[src/rtl/core/infix_to_postfix_converter_assert.svh]
// ----------------------------------------------------------------------------
// Assertion macros for the infix-to-postfix converter
// Shared concurrent checks, clocked on clock and held off during reset.
// ----------------------------------------------------------------------------
`ifndef INFIX_TO_POSTFIX_CONVERTER_ASSERT_SVH
`define INFIX_TO_POSTFIX_CONVERTER_ASSERT_SVH

// Same-cycle implication.
`define I2P_ASSERT_IMP(label, ante, cons, msg) \
   label: assert property (@(posedge clock) disable iff (reset) (ante) |-> (cons)) \
      else $error(msg);

// Next-cycle implication.
`define I2P_ASSERT_NXT(label, ante, cons, msg) \
   label: assert property (@(posedge clock) disable iff (reset) (ante) |=> (cons)) \
      else $error(msg);

`endif

[src/rtl/core/i2p_pkg.sv]
`timescale 1ns / 1ps
// ----------------------------------------------------------------------------
// i2p_pkg
// Character codes, error codes, sequencer states and shared structs.
// ----------------------------------------------------------------------------
package i2p_pkg;

   localparam int unsigned STACK_DEPTH_DEFAULT = 32;
   localparam int unsigned CHAR_W              = 8;
   localparam int unsigned ERR_W               = 2;

   localparam logic [CHAR_W-1:0] CH_PLUS  = 8'h2B;
   localparam logic [CHAR_W-1:0] CH_MINUS = 8'h2D;
   localparam logic [CHAR_W-1:0] CH_STAR  = 8'h2A;
   localparam logic [CHAR_W-1:0] CH_SLASH = 8'h2F;
   localparam logic [CHAR_W-1:0] CH_OPEN  = 8'h28;
   localparam logic [CHAR_W-1:0] CH_CLOSE = 8'h29;
   localparam logic [CHAR_W-1:0] CH_ZERO  = 8'h30;
   localparam logic [CHAR_W-1:0] CH_NINE  = 8'h39;
   localparam logic [CHAR_W-1:0] CH_TERM  = 8'h00;

   localparam logic [ERR_W-1:0] ERR_NONE      = 2'd0;
   localparam logic [ERR_W-1:0] ERR_OVERFLOW  = 2'd1;
   localparam logic [ERR_W-1:0] ERR_UNMATCHED = 2'd2;

   typedef enum logic [2:0] {
      ST_IDLE,
      ST_DISPATCH,
      ST_READ,
      ST_CHECK,
      ST_PUSH,
      ST_FLUSH_READ,
      ST_FLUSH_CHECK,
      ST_TERM
   } seq_state_type;

   // One postfix character headed for the output register
   typedef struct packed {
      logic              valid;
      logic [CHAR_W-1:0] data;
      logic              last;
      logic [ERR_W-1:0]  err;
   } emit_type;

   // Stack memory strobes
   typedef struct packed {
      logic wr_en;
      logic rd_en;
   } ram_ctl_type;

   function automatic logic is_digit(input logic [CHAR_W-1:0] c);
      return (c >= CH_ZERO) && (c <= CH_NINE);
   endfunction

   function automatic logic is_add(input logic [CHAR_W-1:0] c);
      return (c == CH_PLUS) || (c == CH_MINUS);
   endfunction

   function automatic logic is_mul(input logic [CHAR_W-1:0] c);
      return (c == CH_STAR) || (c == CH_SLASH);
   endfunction

   // True when incoming operator c must pop stack top t first
   function automatic logic yields_to(input logic [CHAR_W-1:0] c,
                                      input logic [CHAR_W-1:0] t);
      logic res;
      res = 1'b0;
      if (is_add(c)) begin
         res = is_mul(t) || is_add(t);
      end else if (is_mul(c)) begin
         res = is_mul(t);
      end
      return res;
   endfunction

endpackage

[src/rtl/core/i2p_stack_ram.sv]
`timescale 1ns / 1ps
// ----------------------------------------------------------------------------
// i2p_stack_ram
// Operator stack storage: one write port, one read port, registered read.
// ----------------------------------------------------------------------------
module i2p_stack_ram #(
   parameter int unsigned STACK_DEPTH = i2p_pkg::STACK_DEPTH_DEFAULT
) (
   input  logic                             clock,
   input  i2p_pkg::ram_ctl_type             ctl,
   input  logic [$clog2(STACK_DEPTH)-1:0]   wr_addr,
   input  logic [i2p_pkg::CHAR_W-1:0]       wr_data,
   input  logic [$clog2(STACK_DEPTH)-1:0]   rd_addr,
   output logic [i2p_pkg::CHAR_W-1:0]       rd_data
);
   import i2p_pkg::*;

   logic [CHAR_W-1:0] stack_mem [STACK_DEPTH];
   logic [CHAR_W-1:0] rd_data_ff;

   always_ff @(posedge clock) begin
      if (ctl.wr_en) begin
         stack_mem[wr_addr] <= wr_data;
      end
   end

   always_ff @(posedge clock) begin
      if (ctl.rd_en) begin
         rd_data_ff <= stack_mem[rd_addr];
      end
   end

   assign rd_data = rd_data_ff;

endmodule

[src/rtl/core/i2p_out_stage.sv]
`timescale 1ns / 1ps
// ----------------------------------------------------------------------------
// i2p_out_stage
// Output register for the result stream; frees when the consumer takes it.
// ----------------------------------------------------------------------------
module i2p_out_stage (
   input  logic                          clock,
   input  logic                          reset,
   input  i2p_pkg::emit_type             emit,
   output logic                          out_free,
   output logic                          rsp_tvalid,
   input  logic                          rsp_tready,
   output logic [i2p_pkg::CHAR_W-1:0]    rsp_tdata,
   output logic                          rsp_tlast,
   output logic [i2p_pkg::ERR_W-1:0]     rsp_tuser
);
   import i2p_pkg::*;

   logic              rsp_valid_ff;
   logic              rsp_valid_in;
   logic [CHAR_W-1:0] rsp_data_ff;
   logic              rsp_last_ff;
   logic [ERR_W-1:0]  rsp_err_ff;

   assign out_free = !rsp_valid_ff || rsp_tready;

   always_comb begin
      rsp_valid_in = rsp_valid_ff;
      if (emit.valid) begin
         rsp_valid_in = 1'b1;
      end else if (rsp_tready) begin
         rsp_valid_in = 1'b0;
      end
   end

   always_ff @(posedge clock) begin
      if (reset) begin
         rsp_valid_ff <= 1'b0;
      end else begin
         rsp_valid_ff <= rsp_valid_in;
      end
   end

   // Payload loads on every emit; the sequencer emits only when the slot is free
   always_ff @(posedge clock) begin
      if (emit.valid) begin
         rsp_data_ff <= emit.data;
         rsp_last_ff <= emit.last;
         rsp_err_ff  <= emit.err;
      end
   end

   assign rsp_tvalid = rsp_valid_ff;
   assign rsp_tdata  = rsp_data_ff;
   assign rsp_tlast  = rsp_last_ff;
   assign rsp_tuser  = rsp_err_ff;

endmodule

[src/rtl/core/i2p_seq.sv]
`timescale 1ns / 1ps
`include "infix_to_postfix_converter_assert.svh"
// ----------------------------------------------------------------------------
// i2p_seq
// Shunting-yard sequencer: classifies a character, emits digits, walks the stack
// memory top first, pushes, flushes, flags errors and emits the terminator.
// ----------------------------------------------------------------------------
module i2p_seq #(
   parameter int unsigned STACK_DEPTH = i2p_pkg::STACK_DEPTH_DEFAULT
) (
   input  logic                             clock,
   input  logic                             reset,
   input  logic                             req_valid,
   output logic                             req_ready,
   input  logic [i2p_pkg::CHAR_W-1:0]       req_char,
   input  logic                             req_last,
   output i2p_pkg::ram_ctl_type             ram_ctl,
   output logic [$clog2(STACK_DEPTH)-1:0]   wr_addr,
   output logic [$clog2(STACK_DEPTH)-1:0]   rd_addr,
   output logic [i2p_pkg::CHAR_W-1:0]       wr_data,
   input  logic [i2p_pkg::CHAR_W-1:0]       rd_data,
   output i2p_pkg::emit_type                emit,
   input  logic                             out_free
);
   import i2p_pkg::*;

   localparam int unsigned ADDR_W = $clog2(STACK_DEPTH);
   localparam int unsigned CNT_W  = $clog2(STACK_DEPTH + 1);

   seq_state_type     state_ff, state_in, done_state;
   logic [CHAR_W-1:0] ch_ff, ch_in;
   logic              last_ff, last_in;
   logic [CNT_W-1:0]  count_ff, count_in;
   logic [ERR_W-1:0]  err_ff, err_in;
   logic              count_zero, count_one, count_full;

   assign count_zero = (count_ff == '0);
   assign count_one  = (count_ff == CNT_W'(1));
   assign count_full = (count_ff == CNT_W'(STACK_DEPTH));
   assign done_state = last_ff ? ST_FLUSH_READ : ST_IDLE;

   assign wr_addr = count_ff[ADDR_W-1:0];
   assign rd_addr = ADDR_W'(count_ff - CNT_W'(1));
   assign wr_data = ch_ff;

   // Next state
   always_comb begin
      state_in = state_ff;
      unique case (state_ff)
         ST_IDLE: begin
            if (req_valid) begin
               state_in = ST_DISPATCH;
            end
         end
         ST_DISPATCH: begin
            if (is_digit(ch_ff)) begin
               if (out_free) begin
                  state_in = done_state;
               end
            end else if (ch_ff == CH_OPEN) begin
               state_in = ST_PUSH;
            end else if (ch_ff == CH_CLOSE) begin
               state_in = count_zero ? done_state : ST_READ;
            end else begin
               state_in = count_zero ? ST_PUSH : ST_READ;
            end
         end
         ST_READ: begin
            state_in = ST_CHECK;
         end
         ST_CHECK: begin
            if (ch_ff == CH_CLOSE) begin
               if (rd_data == CH_OPEN) begin
                  state_in = done_state;
               end else if (out_free) begin
                  state_in = count_one ? done_state : ST_READ;
               end
            end else if (!yields_to(ch_ff, rd_data)) begin
               state_in = ST_PUSH;
            end else if (out_free) begin
               state_in = count_one ? ST_PUSH : ST_READ;
            end
         end
         ST_PUSH: begin
            state_in = done_state;
         end
         ST_FLUSH_READ: begin
            state_in = count_zero ? ST_TERM : ST_FLUSH_CHECK;
         end
         ST_FLUSH_CHECK: begin
            if (out_free) begin
               state_in = ST_FLUSH_READ;
            end
         end
         ST_TERM: begin
            if (out_free) begin
               state_in = ST_IDLE;
            end
         end
         default: begin
            state_in = ST_IDLE;
         end
      endcase
   end

   // Outputs and datapath updates
   always_comb begin
      req_ready = 1'b0;
      ram_ctl   = '0;
      emit      = '0;
      ch_in     = ch_ff;
      last_in   = last_ff;
      count_in  = count_ff;
      err_in    = err_ff;
      unique case (state_ff)
         ST_IDLE: begin
            req_ready = 1'b1;
            if (req_valid) begin
               ch_in   = req_char;
               last_in = req_last;
            end
         end
         ST_DISPATCH: begin
            if (is_digit(ch_ff)) begin
               if (out_free) begin
                  emit.valid = 1'b1;
                  emit.data  = ch_ff;
               end
            end else if ((ch_ff == CH_CLOSE) && count_zero) begin
               if (err_ff == ERR_NONE) begin
                  err_in = ERR_UNMATCHED;
               end
            end
         end
         ST_READ: begin
            ram_ctl.rd_en = 1'b1;
         end
         ST_CHECK: begin
            if (ch_ff == CH_CLOSE) begin
               if (rd_data == CH_OPEN) begin
                  count_in = count_ff - CNT_W'(1);
               end else if (out_free) begin
                  emit.valid = 1'b1;
                  emit.data  = rd_data;
                  count_in   = count_ff - CNT_W'(1);
                  if (count_one && (err_ff == ERR_NONE)) begin
                     err_in = ERR_UNMATCHED;
                  end
               end
            end else if (yields_to(ch_ff, rd_data) && out_free) begin
               emit.valid = 1'b1;
               emit.data  = rd_data;
               count_in   = count_ff - CNT_W'(1);
            end
         end
         ST_PUSH: begin
            if (count_full) begin
               if (err_ff == ERR_NONE) begin
                  err_in = ERR_OVERFLOW;
               end
            end else begin
               ram_ctl.wr_en = 1'b1;
               count_in      = count_ff + CNT_W'(1);
            end
         end
         ST_FLUSH_READ: begin
            ram_ctl.rd_en = !count_zero;
         end
         ST_FLUSH_CHECK: begin
            if (out_free) begin
               emit.valid = 1'b1;
               emit.data  = rd_data;
               count_in   = count_ff - CNT_W'(1);
            end
         end
         ST_TERM: begin
            if (out_free) begin
               emit.valid = 1'b1;
               emit.data  = CH_TERM;
               emit.last  = 1'b1;
               emit.err   = err_ff;
               err_in     = ERR_NONE;
               count_in   = '0;
            end
         end
         default: begin
            req_ready = 1'b0;
         end
      endcase
   end

   always_ff @(posedge clock) begin
      if (reset) begin
         state_ff <= ST_IDLE;
         count_ff <= '0;
         err_ff   <= ERR_NONE;
      end else begin
         state_ff <= state_in;
         count_ff <= count_in;
         err_ff   <= err_in;
      end
   end

   always_ff @(posedge clock) begin
      ch_ff   <= ch_in;
      last_ff <= last_in;
   end

   `I2P_ASSERT_IMP(a_emit_needs_slot, emit.valid, out_free, "emit while output slot busy")
   `I2P_ASSERT_IMP(a_count_bound, 1'b1, count_ff <= CNT_W'(STACK_DEPTH), "stack count overrun")
   `I2P_ASSERT_NXT(a_term_clears, emit.valid && emit.last, (count_ff == '0) && (err_ff == ERR_NONE), "terminator left state")
   `I2P_ASSERT_NXT(a_read_then_check, state_ff == ST_READ, state_ff == ST_CHECK, "read not followed by check")

endmodule

[src/rtl/core/infix_to_postfix_converter.sv]
// Timing: a digit passes from the dispatch state into the output register, which
//   raises rsp_tvalid; each stack entry read is a memory read state, then a compare/emit
//   state, and a push is a push state. One item is taken at a time; a final item then reads
//   and emits each flushed entry in turn, checks the empty stack and emits the terminator.
//   The registered memory read needs its own read state; output stalls add more.
// Reset: synchronous, active high; idles the sequencer, empties the stack and output, clears the sticky error.
`timescale 1ns / 1ps
// ----------------------------------------------------------------------------
// infix_to_postfix_converter
// Shunting-yard infix-to-postfix conversion over a bounded operator stack
// held in a synchronous memory, with a registered result stream.
// ----------------------------------------------------------------------------
module infix_to_postfix_converter #(
   parameter int unsigned STACK_DEPTH = i2p_pkg::STACK_DEPTH_DEFAULT
) (
   input  logic                          clock,
   input  logic                          reset,
   // Input character stream
   input  logic                          req_tvalid,
   output logic                          req_tready,
   input  logic [7:0]                    req_tdata,  // [7:0] in_char
   input  logic                          req_tlast,  // in_last
   // Postfix result stream
   output logic                          rsp_tvalid,
   input  logic                          rsp_tready,
   output logic [7:0]                    rsp_tdata,  // [7:0] out_char
   output logic                          rsp_tlast,  // out_last
   output logic [1:0]                    rsp_tuser   // [1:0] out_error
);
   import i2p_pkg::*;

   localparam int unsigned ADDR_W = $clog2(STACK_DEPTH);

   ram_ctl_type         ram_ctl;
   logic [ADDR_W-1:0]   wr_addr;
   logic [ADDR_W-1:0]   rd_addr;
   logic [CHAR_W-1:0]   wr_data;
   logic [CHAR_W-1:0]   rd_data;
   emit_type            emit;
   logic                out_free;

   // Sequencer: takes one transaction at a time, walks the stack top first
   i2p_seq #(
      .STACK_DEPTH (STACK_DEPTH)
   ) u_seq (
      .clock     (clock),
      .reset     (reset),
      .req_valid (req_tvalid),
      .req_ready (req_tready),
      .req_char  (req_tdata),
      .req_last  (req_tlast),
      .ram_ctl   (ram_ctl),
      .wr_addr   (wr_addr),
      .rd_addr   (rd_addr),
      .wr_data   (wr_data),
      .rd_data   (rd_data),
      .emit      (emit),
      .out_free  (out_free)
   );

   // Operator stack: write and read never target the same entry in one cycle,
   // since a push ends an item and the next read is issued later
   i2p_stack_ram #(
      .STACK_DEPTH (STACK_DEPTH)
   ) u_stack_ram (
      .clock   (clock),
      .ctl     (ram_ctl),
      .wr_addr (wr_addr),
      .wr_data (wr_data),
      .rd_addr (rd_addr),
      .rd_data (rd_data)
   );

   // Output register: hold a result until the consumer takes it
   i2p_out_stage u_out_stage (
      .clock      (clock),
      .reset      (reset),
      .emit       (emit),
      .out_free   (out_free),
      .rsp_tvalid (rsp_tvalid),
      .rsp_tready (rsp_tready),
      .rsp_tdata  (rsp_tdata),
      .rsp_tlast  (rsp_tlast),
      .rsp_tuser  (rsp_tuser)
   );

endmodule
[config.mk]
export PLATFORM = sky130hd
export DESIGN_NAME = infix_to_postfix_converter
export DESIGN_NICKNAME = d
export VERILOG_FILES = /design/src/rtl/core/i2p_pkg.sv /design/src/rtl/core/i2p_stack_ram.sv /design/src/rtl/core/i2p_out_stage.sv /design/src/rtl/core/i2p_seq.sv /design/src/rtl/core/infix_to_postfix_converter.sv
export VERILOG_INCLUDE_DIRS = /design/src /design/src/rtl/core
export SDC_FILE = /design/constraint.sdc
export NUM_CORES = 1
export LEC_CHECK = 0
export ABC_AREA = 1
export BUFFER_PORTS_ARGS = -buffer_cell sky130_fd_sc_hd__buf_2
export CORE_MARGIN = 2
export CORE_UTILIZATION = 30
export DETAILED_ROUTE_END_ITERATION = 8
export PLACE_DENSITY = 0.46
export RECOVER_POWER = 25
export SLEW_MARGIN = 30
export SYNTH_ARGS = -nofsm -noshare
export SYNTH_HDL_FRONTEND = slang
export SYNTH_HIERARCHICAL = 1
export SYNTH_SLANG_ARGS = --single-unit
export TNS_END_PERCENT = 20
[constraint.sdc]
create_clock -name clock -period 3.8 [get_ports clock]
set_clock_uncertainty 0.05 [all_clocks]
set_input_delay 0.38 -clock clock [delete_from_list [all_inputs] [get_ports clock]]
set_output_delay 0.38 -clock clock [all_outputs]
set_load 0.1 [all_outputs]
==> impl_metrics.ini, run 1 <==
[final_layout]
antenna_cells = 0
area_delta_synth_final_pct = 14.74
nNetsFinal = 1334
drive_above_1_share_pct = 10.05
fin_area_um2 = 15130

[setup_path]
crit_family = buffers and inverters
r2r_cells = 12
crit_top_cell = nand2_1
critPathRequiredTime_ns = 4.14
critPathLaunch = u_seq/count_ff[0]
crit_slowest_cell = dfxtp_1
rrSetupSlack_ns = 0.88
r2r_start = u_seq/count_ff[0]
end_kind = flip-flop
criticalPathCategory = reg -> reg
cp.depth = 12
endpoint = u_stack_ram/rd_data[4]
path_cells = inv_4 > ha_1 > inv_2 > inv_2 > buf_12 > nand3_1 > nand3_1 > nand2_1 > nand2_1 > nand2_1 > nand2_1 > nand2_1
arrival_ns = 3.26
max_stage_delay_ns = 0.53
cp_max_fo = 48
setup.worst_path.start_class = flip-flop
reg2reg_to = u_stack_ram/rd_data[4]
crit_buf_inv = 4

[clocking]
cts_root_buf = clkbuf_16
ctsResizeCount = 0
cts_buffers = 34
postCtsHoldBufs = 9
htree_levels = 2
post_cts_buffers = 0
cts_buffer_depth = 3
clk_pin_slew_ns = 0.06
cts_tree = built
cts_sinks = 296
insertion_delay_ns = 0.53

[power]
clockPowerShare_pct = 27.2
p_comb_share_pct = 39.5
p_leak_nw = 5.652
power.internal_w = 0.007395
p_per_area_nw_per_um2 = 827.6
p_sw_share_pct = 40.93
p_total_w = 0.01252
max-vdd-ir-drop_mv = 0.4515
pwr-share-seq_pct = 33.3
p_sw_w = 0.005125

[floorplanning]
initial_core_util_pct = 30.47
rows = 76
core_region_area_um2 = 43270
die_h_um = 213.6
io_pins = 26
chipWidth_um = 213.6
dieArea_um2 = 45640

[placement]
place_hpwl_um = 22980
post-place-ws_ns = 0.9103
globalplace.congestion = 0.8593
io_buffers = 25
postPlaceCellArea_um2 = 13900

[timing]
rsz0062_at_grt = no
maxSlewViolCount = 124
relSlewSlack_pct = -48.04
finalCritPeriodShare_pct = 76.85
tightest_slew_ns = 2.221
hold_violations = 0
finalSetupTns_ns = 0
period_minus_slack_ns = 2.920
final-setup-viol-count = 0
final.setup.worst_slack_ns = 0.8796
max_freq_ghz = 0.3424

[routing]
vias = 9169
vias_per_cell = 4.756
drc = 0
first_pass_iters = 7
drt-total-wl_um = 36740
wire_per_inst_um = 19.05
ant_nets = 0
drt_iter0_drc = 757

[logic_synthesis]
synthXorXnorAreaFrac_pct = 0.1329
synth_top_family_by_area = simple AND/OR/NAND/NOR gates
ys.flop_type = edfxtp_1
yosysUniqueCellTypes = 37
syn_nets = 1287
synth_compound_area_share_pct = 1.841
yosys_warnings = 6
syn_avg_cell_area_um2 = 10.38
ys_ff_latch = 296
synth_edf_count = 284
synth-seq-area-share_pct = 66.50
netlist_area_um2 = 13190
synthArstFlopShare_pct = 0
synthCells = 1270
synth_simple_gate_area_share_pct = 25.84
synthAdderAreaFrac_pct = 0.3796
synth.area.mux_share_pct = 0

[flow_run]
drv_cap = 4

[grt]
grt_first_pass_wirelength_um = 56080
grt_max_degree = 102
grt_overflow = 0
antenna_found_initial = 0
grt_pass1_vias = 9001
grt_usage_pct = 16.39

[status]
status = complete, but fails checks
violations = capacitance limit, slew limit

[min_path]
min-delay-path-class = in -> reg
min-delay-start = reset
[through the flow]
step                      hold slack [ns]  instances  utilization (%)
after global routing              0.04002       1928            34.97
after global placement             0.4076       1857            32.11
after floorplan                    0.3833       1270                -
final                             0.03979       1928            34.97
after detailed placement           0.4151       1857            32.12
after CTS                         0.02328       1928            34.99
[registers in the layout, summed over array words and instances (netlist names)]
signal and flops:
u_seq/err_ff 2, u_out_stage/rsp_tuser 2, u_out_stage/rsp_tlast 1, u_seq/wr_data 8, u_stack_ram/stack_mem 256, u_stack_ram/rd_data 8
u_seq/last_ff 1, u_seq/count_ff 6, u_out_stage/rsp_tvalid 1, u_seq/state_ff 3, u_out_stage/rsp_tdata 8
[synth_stat cells, types with 3 or more instances]
cell type	number	area, um2
nor2_1	75	281.5
buf_2	16	80.08
nand4_1	9	56.30
o21ai_0	15	75.07
a21oi_2	3	26.28
edfxtp_1	284	8528
nand2_2	6	37.54
a21oi_1	9	45.04
nor2_2	4	25.02
nand3_1	231	1156
o21ai_1	7	35.03
buf_6	26	292.8
nand2_1	472	1772
ha_1	4	50.05
nor3_1	4	20.02
clkbuf_1	7	26.28
inv_2	9	33.78
dfxtp_1	12	240.2
inv_1	45	168.9
buf_4	11	82.58
[cells by family (layout without fill, tap and decap cells)]
| logic type | after synthesis | count (layout) |
|---|---|---|
| flops | 296 | 296 |
| compound gates | 42 | 42 |
| xor+xnor | 2 | 2 |
| simple gates | 808 | 808 |
| fa+ha+maj | 4 | 4 |
| buf+inv | 118 | 191 |
[cell type report]
| type | instances | area [um2] |
|---|---|---|
| Clock buffer | 41 | 877.1 |
| Clock inverter | 21 | 274.0 |
| Fill cell | 4320 | 28140 |
| Inverter | 56 | 214.0 |
| Multi-Input combinational cell | 856 | 3735 |
| Sequential cell | 296 | 8768 |
| Tap cell | 585 | 732.0 |
| Timing Repair Buffer | 73 | 528.0 |
[how the worst min path moves through the flow]
stage,end,cells after the start
2_1_floorplan,u_seq/err_ff[0],2
6_report,u_out_stage/rsp_tvalid,2
4_1_cts,u_out_stage/rsp_tvalid,2
3_5_place_dp,u_seq/err_ff[1],2
3_3_place_gp,u_seq/err_ff[1],2
5_1_grt,u_out_stage/rsp_tvalid,2
[cells in the final DEF (no fill, tap or decap), types with 2 or more instances in the layout]
cell type	count
clkinv_2	7
bufinv_16	6
buf_12	3
nor2_4	2
ha_1	4
buf_2	23
nand4_1	9
o21ai_0	15
nor3_1	4
inv_2	8
nand3_1	231
a21oi_1	9
buf_4	30
o211ai_1	2
nor2_2	4
clkbuf_16	34
a21oi_2	3
dlygate4sd3_1	9
nand2_1	472
o21ai_1	7
nand2_2	6
clkinv_1	7
dfxtp_1	12
inv_1	44
nor2_1	75
clkbuf_1	14
edfxtp_1	284
inv_6	2
[worst register-to-register path: cells and delay by family, from the launching register on]
kind	cells	cell delay, ns
adders and majority gates	1	0.35
buffers and inverters	4	1.14
DFF	1	0.53
and+or+nand+nor	7	0.72
[metal layers]
layer	share of wire [%]	routed length (um)	track usage, %	vias to the layer above
li1	-	-	-	4417
met1	47	17300	23.45	4473
met2	46	16740	25.65	220
met3	4.7	1731	2.241	59
met4	2.6	966	5.508	0
met5	0	0	0	-
[power by group through the flow]
stage                     logic, W  clock network [W]  registers [W]
after floorplan            0.00339                  0        0.00424
after global placement     0.00499                  0        0.00423
after detailed placement   0.00496                  0        0.00423
after CTS                  0.00498            0.00349        0.00416
after global routing       0.00554            0.00360        0.00418
final                      0.00494            0.00341        0.00417
Note: power is estimated with default switching activity, not from simulation.
==> run 2: changes to the inputs <==
==> constraint.sdc (replaced) <==
create_clock -name clock -period 2.9 [get_ports clock]
set_clock_uncertainty 0.05 [all_clocks]
set_input_delay 0.29 -clock clock [delete_from_list [all_inputs] [get_ports clock]]
set_output_delay 0.29 -clock clock [all_outputs]
set_load 0.1 [all_outputs]
==> run 2 against run 1 <==
Compared with the run above:
- the flow still finishes with violations (capacitance limit, slew limit)
- worst hold slack gained 0.10 ns
- register-to-register slack lost 0.41 ns
- combinational power grew 34%
- final cell count grew 1.6%
- wire length shrank 1.6%
- first-iteration DRC count grew 4.5%
- flip-flop and latch count is the same
- via count grew 0.20%
- highest routed layer unchanged
==> impl_metrics.ini, run 2 (synthesis results as in run 1) <==
[placement]
place_hpwl_um = 22830
io_buffers = 25
postPlaceCellArea_um2 = 14120
globalplace.congestion = 0.8725

[grt]
grt_pass1_vias = 8899
antenna_found_initial = 0
grt_usage_pct = 16.26
grt_max_degree = 92
grt_overflow = 0
grt_first_pass_wirelength_um = 55700

[clocking]
cts_buffer_depth = 3
ctsResizeCount = 0
clk_pin_slew_ns = 0.05
cts_root_buf = clkbuf_16
insertion_delay_ns = 0.51
cts_buffers = 35
postCtsHoldBufs = 10
post_cts_buffers = 0
cts_tree = built
htree_levels = 2
cts_sinks = 296

[floorplanning]
io_pins = 26
rows = 76
dieArea_um2 = 45640
chipWidth_um = 213.6
core_region_area_um2 = 43270
initial_core_util_pct = 30.47
die_h_um = 213.6

[timing]
finalCritPeriodShare_pct = 83.71
max_freq_ghz = 0.4119
final-setup-viol-count = 0
tightest_slew_ns = 1.972
hold_violations = 0
period_minus_slack_ns = 2.428
relSlewSlack_pct = -31.46
finalSetupTns_ns = 0
maxSlewViolCount = 66
rsz0062_at_grt = no

[routing]
drt-total-wl_um = 36150
drc = 0
wire_per_inst_um = 18.46
vias_per_cell = 4.692
ant_nets = 0
first_pass_iters = 7
drt_iter0_drc = 791
vias = 9187

[power]
p_leak_nw = 5.744
p_per_area_nw_per_um2 = 1051
max-vdd-ir-drop_mv = 0.6150

[setup_path]
cp_max_fo = 28
critPathLaunch = u_seq/count_ff[1]
arrival_ns = 2.63
criticalPathCategory = reg -> reg
setup.worst_path.start_class = flip-flop
r2r_start = u_seq/count_ff[1]
critPathRequiredTime_ns = 3.10
end_kind = flip-flop

[final_layout]
area_delta_synth_final_pct = 15.45
nNetsFinal = 1366
largest-register = u_stack_ram/stack_mem
largest_reg_flops = 256
final_common_cell = nand2_1
drive_above_1_share_pct = 11.43
final_cell_mix = nand2_1, edfxtp_1, nand3_1
fin_area_um2 = 15220
antenna_cells = 0

[min_path]
min-delay-start = req_tvalid
min-delay-path-class = in -> reg

[status]
violations = capacitance limit, slew limit
status = complete, but fails checks

[flow_run]
drv_cap = 2
## run 2: changes by cell type in the layout (fill, tap and decap cells not counted), sizes merged
| cell | change |
|---|---|
| clkbuf | +2 |
| buf | +31 |
| dlygate4sd3 | +1 |
| bufinv | -5 |
| clkinv | +2 |
| inv | -1 |
## run 2: metal layers
metal	up-vias	share of wire [%]	wire length, um	track usage, %
li1	4494	-	-	-
met1	4402	47	16820	23.19
met2	243	46	16510	25.71
met3	48	5.5	1995	2.534
met4	0	2.3	820	4.574
met5	-	0	0	0
## run 2: worst max-delay path, cell delays in order, from the launching register on
cell,delay [ns]
dfxtp_1,0.46
inv_1,0.16
ha_1,0.37
inv_2,0.09
inv_2,0.08
buf_4,0.33
nand3_1,0.12
nand3_1,0.13
nand2_1,0.08
nand2_1,0.06
nand2_1,0.07
nand2_1,0.10
nand2_1,0.06
## run 2: path summary, 6_finish.rpt
check	end	slack, ns	cells past startpoint
worst min register to register	u_seq/err_ff[1]	0.41	2
worst min-delay path	u_seq/state_ff[0]	0.14	5
worst max-delay path	u_stack_ram/rd_data[6]	0.47	12
worst max register to register	u_stack_ram/rd_data[6]	0.47	12
## run 2: power by group
| part | leakage [nW] | switching, W | internal, W |
|---|---|---|---|
| Combinational | 2.59 | 0.00479 | 0.00183 |
| Clock | 0.494 | 0.00166 | 0.00230 |
| Sequential | 2.66 | 0.000222 | 0.00520 |
## run 2: final cells by class
cell class	count	area [um2]
clock buffers	44	909.6
multi-input cells	856	3735
clock inverters	17	103.9
inverters	56	215.2
repair buffers	104	758.2
flip-flops and latches	296	8768
well taps	585	732.0
fillers	4371	28040
## run 2: stage by stage
stage	util (%)	worst slack, ns	power (W)	instances	hold WS [ns]
after floorplan	-	0.1601	0.009995	1270	0.3024
after global placement	32.64	0.4999	0.01227	1887	0.4040
after detailed placement	32.64	0.4736	0.01220	1887	0.4028
after CTS	35.21	0.4579	0.01620	1958	0.1358
after global routing	35.18	0.2535	0.01710	1958	0.1870
final	35.18	0.4723	0.01600	1958	0.1400
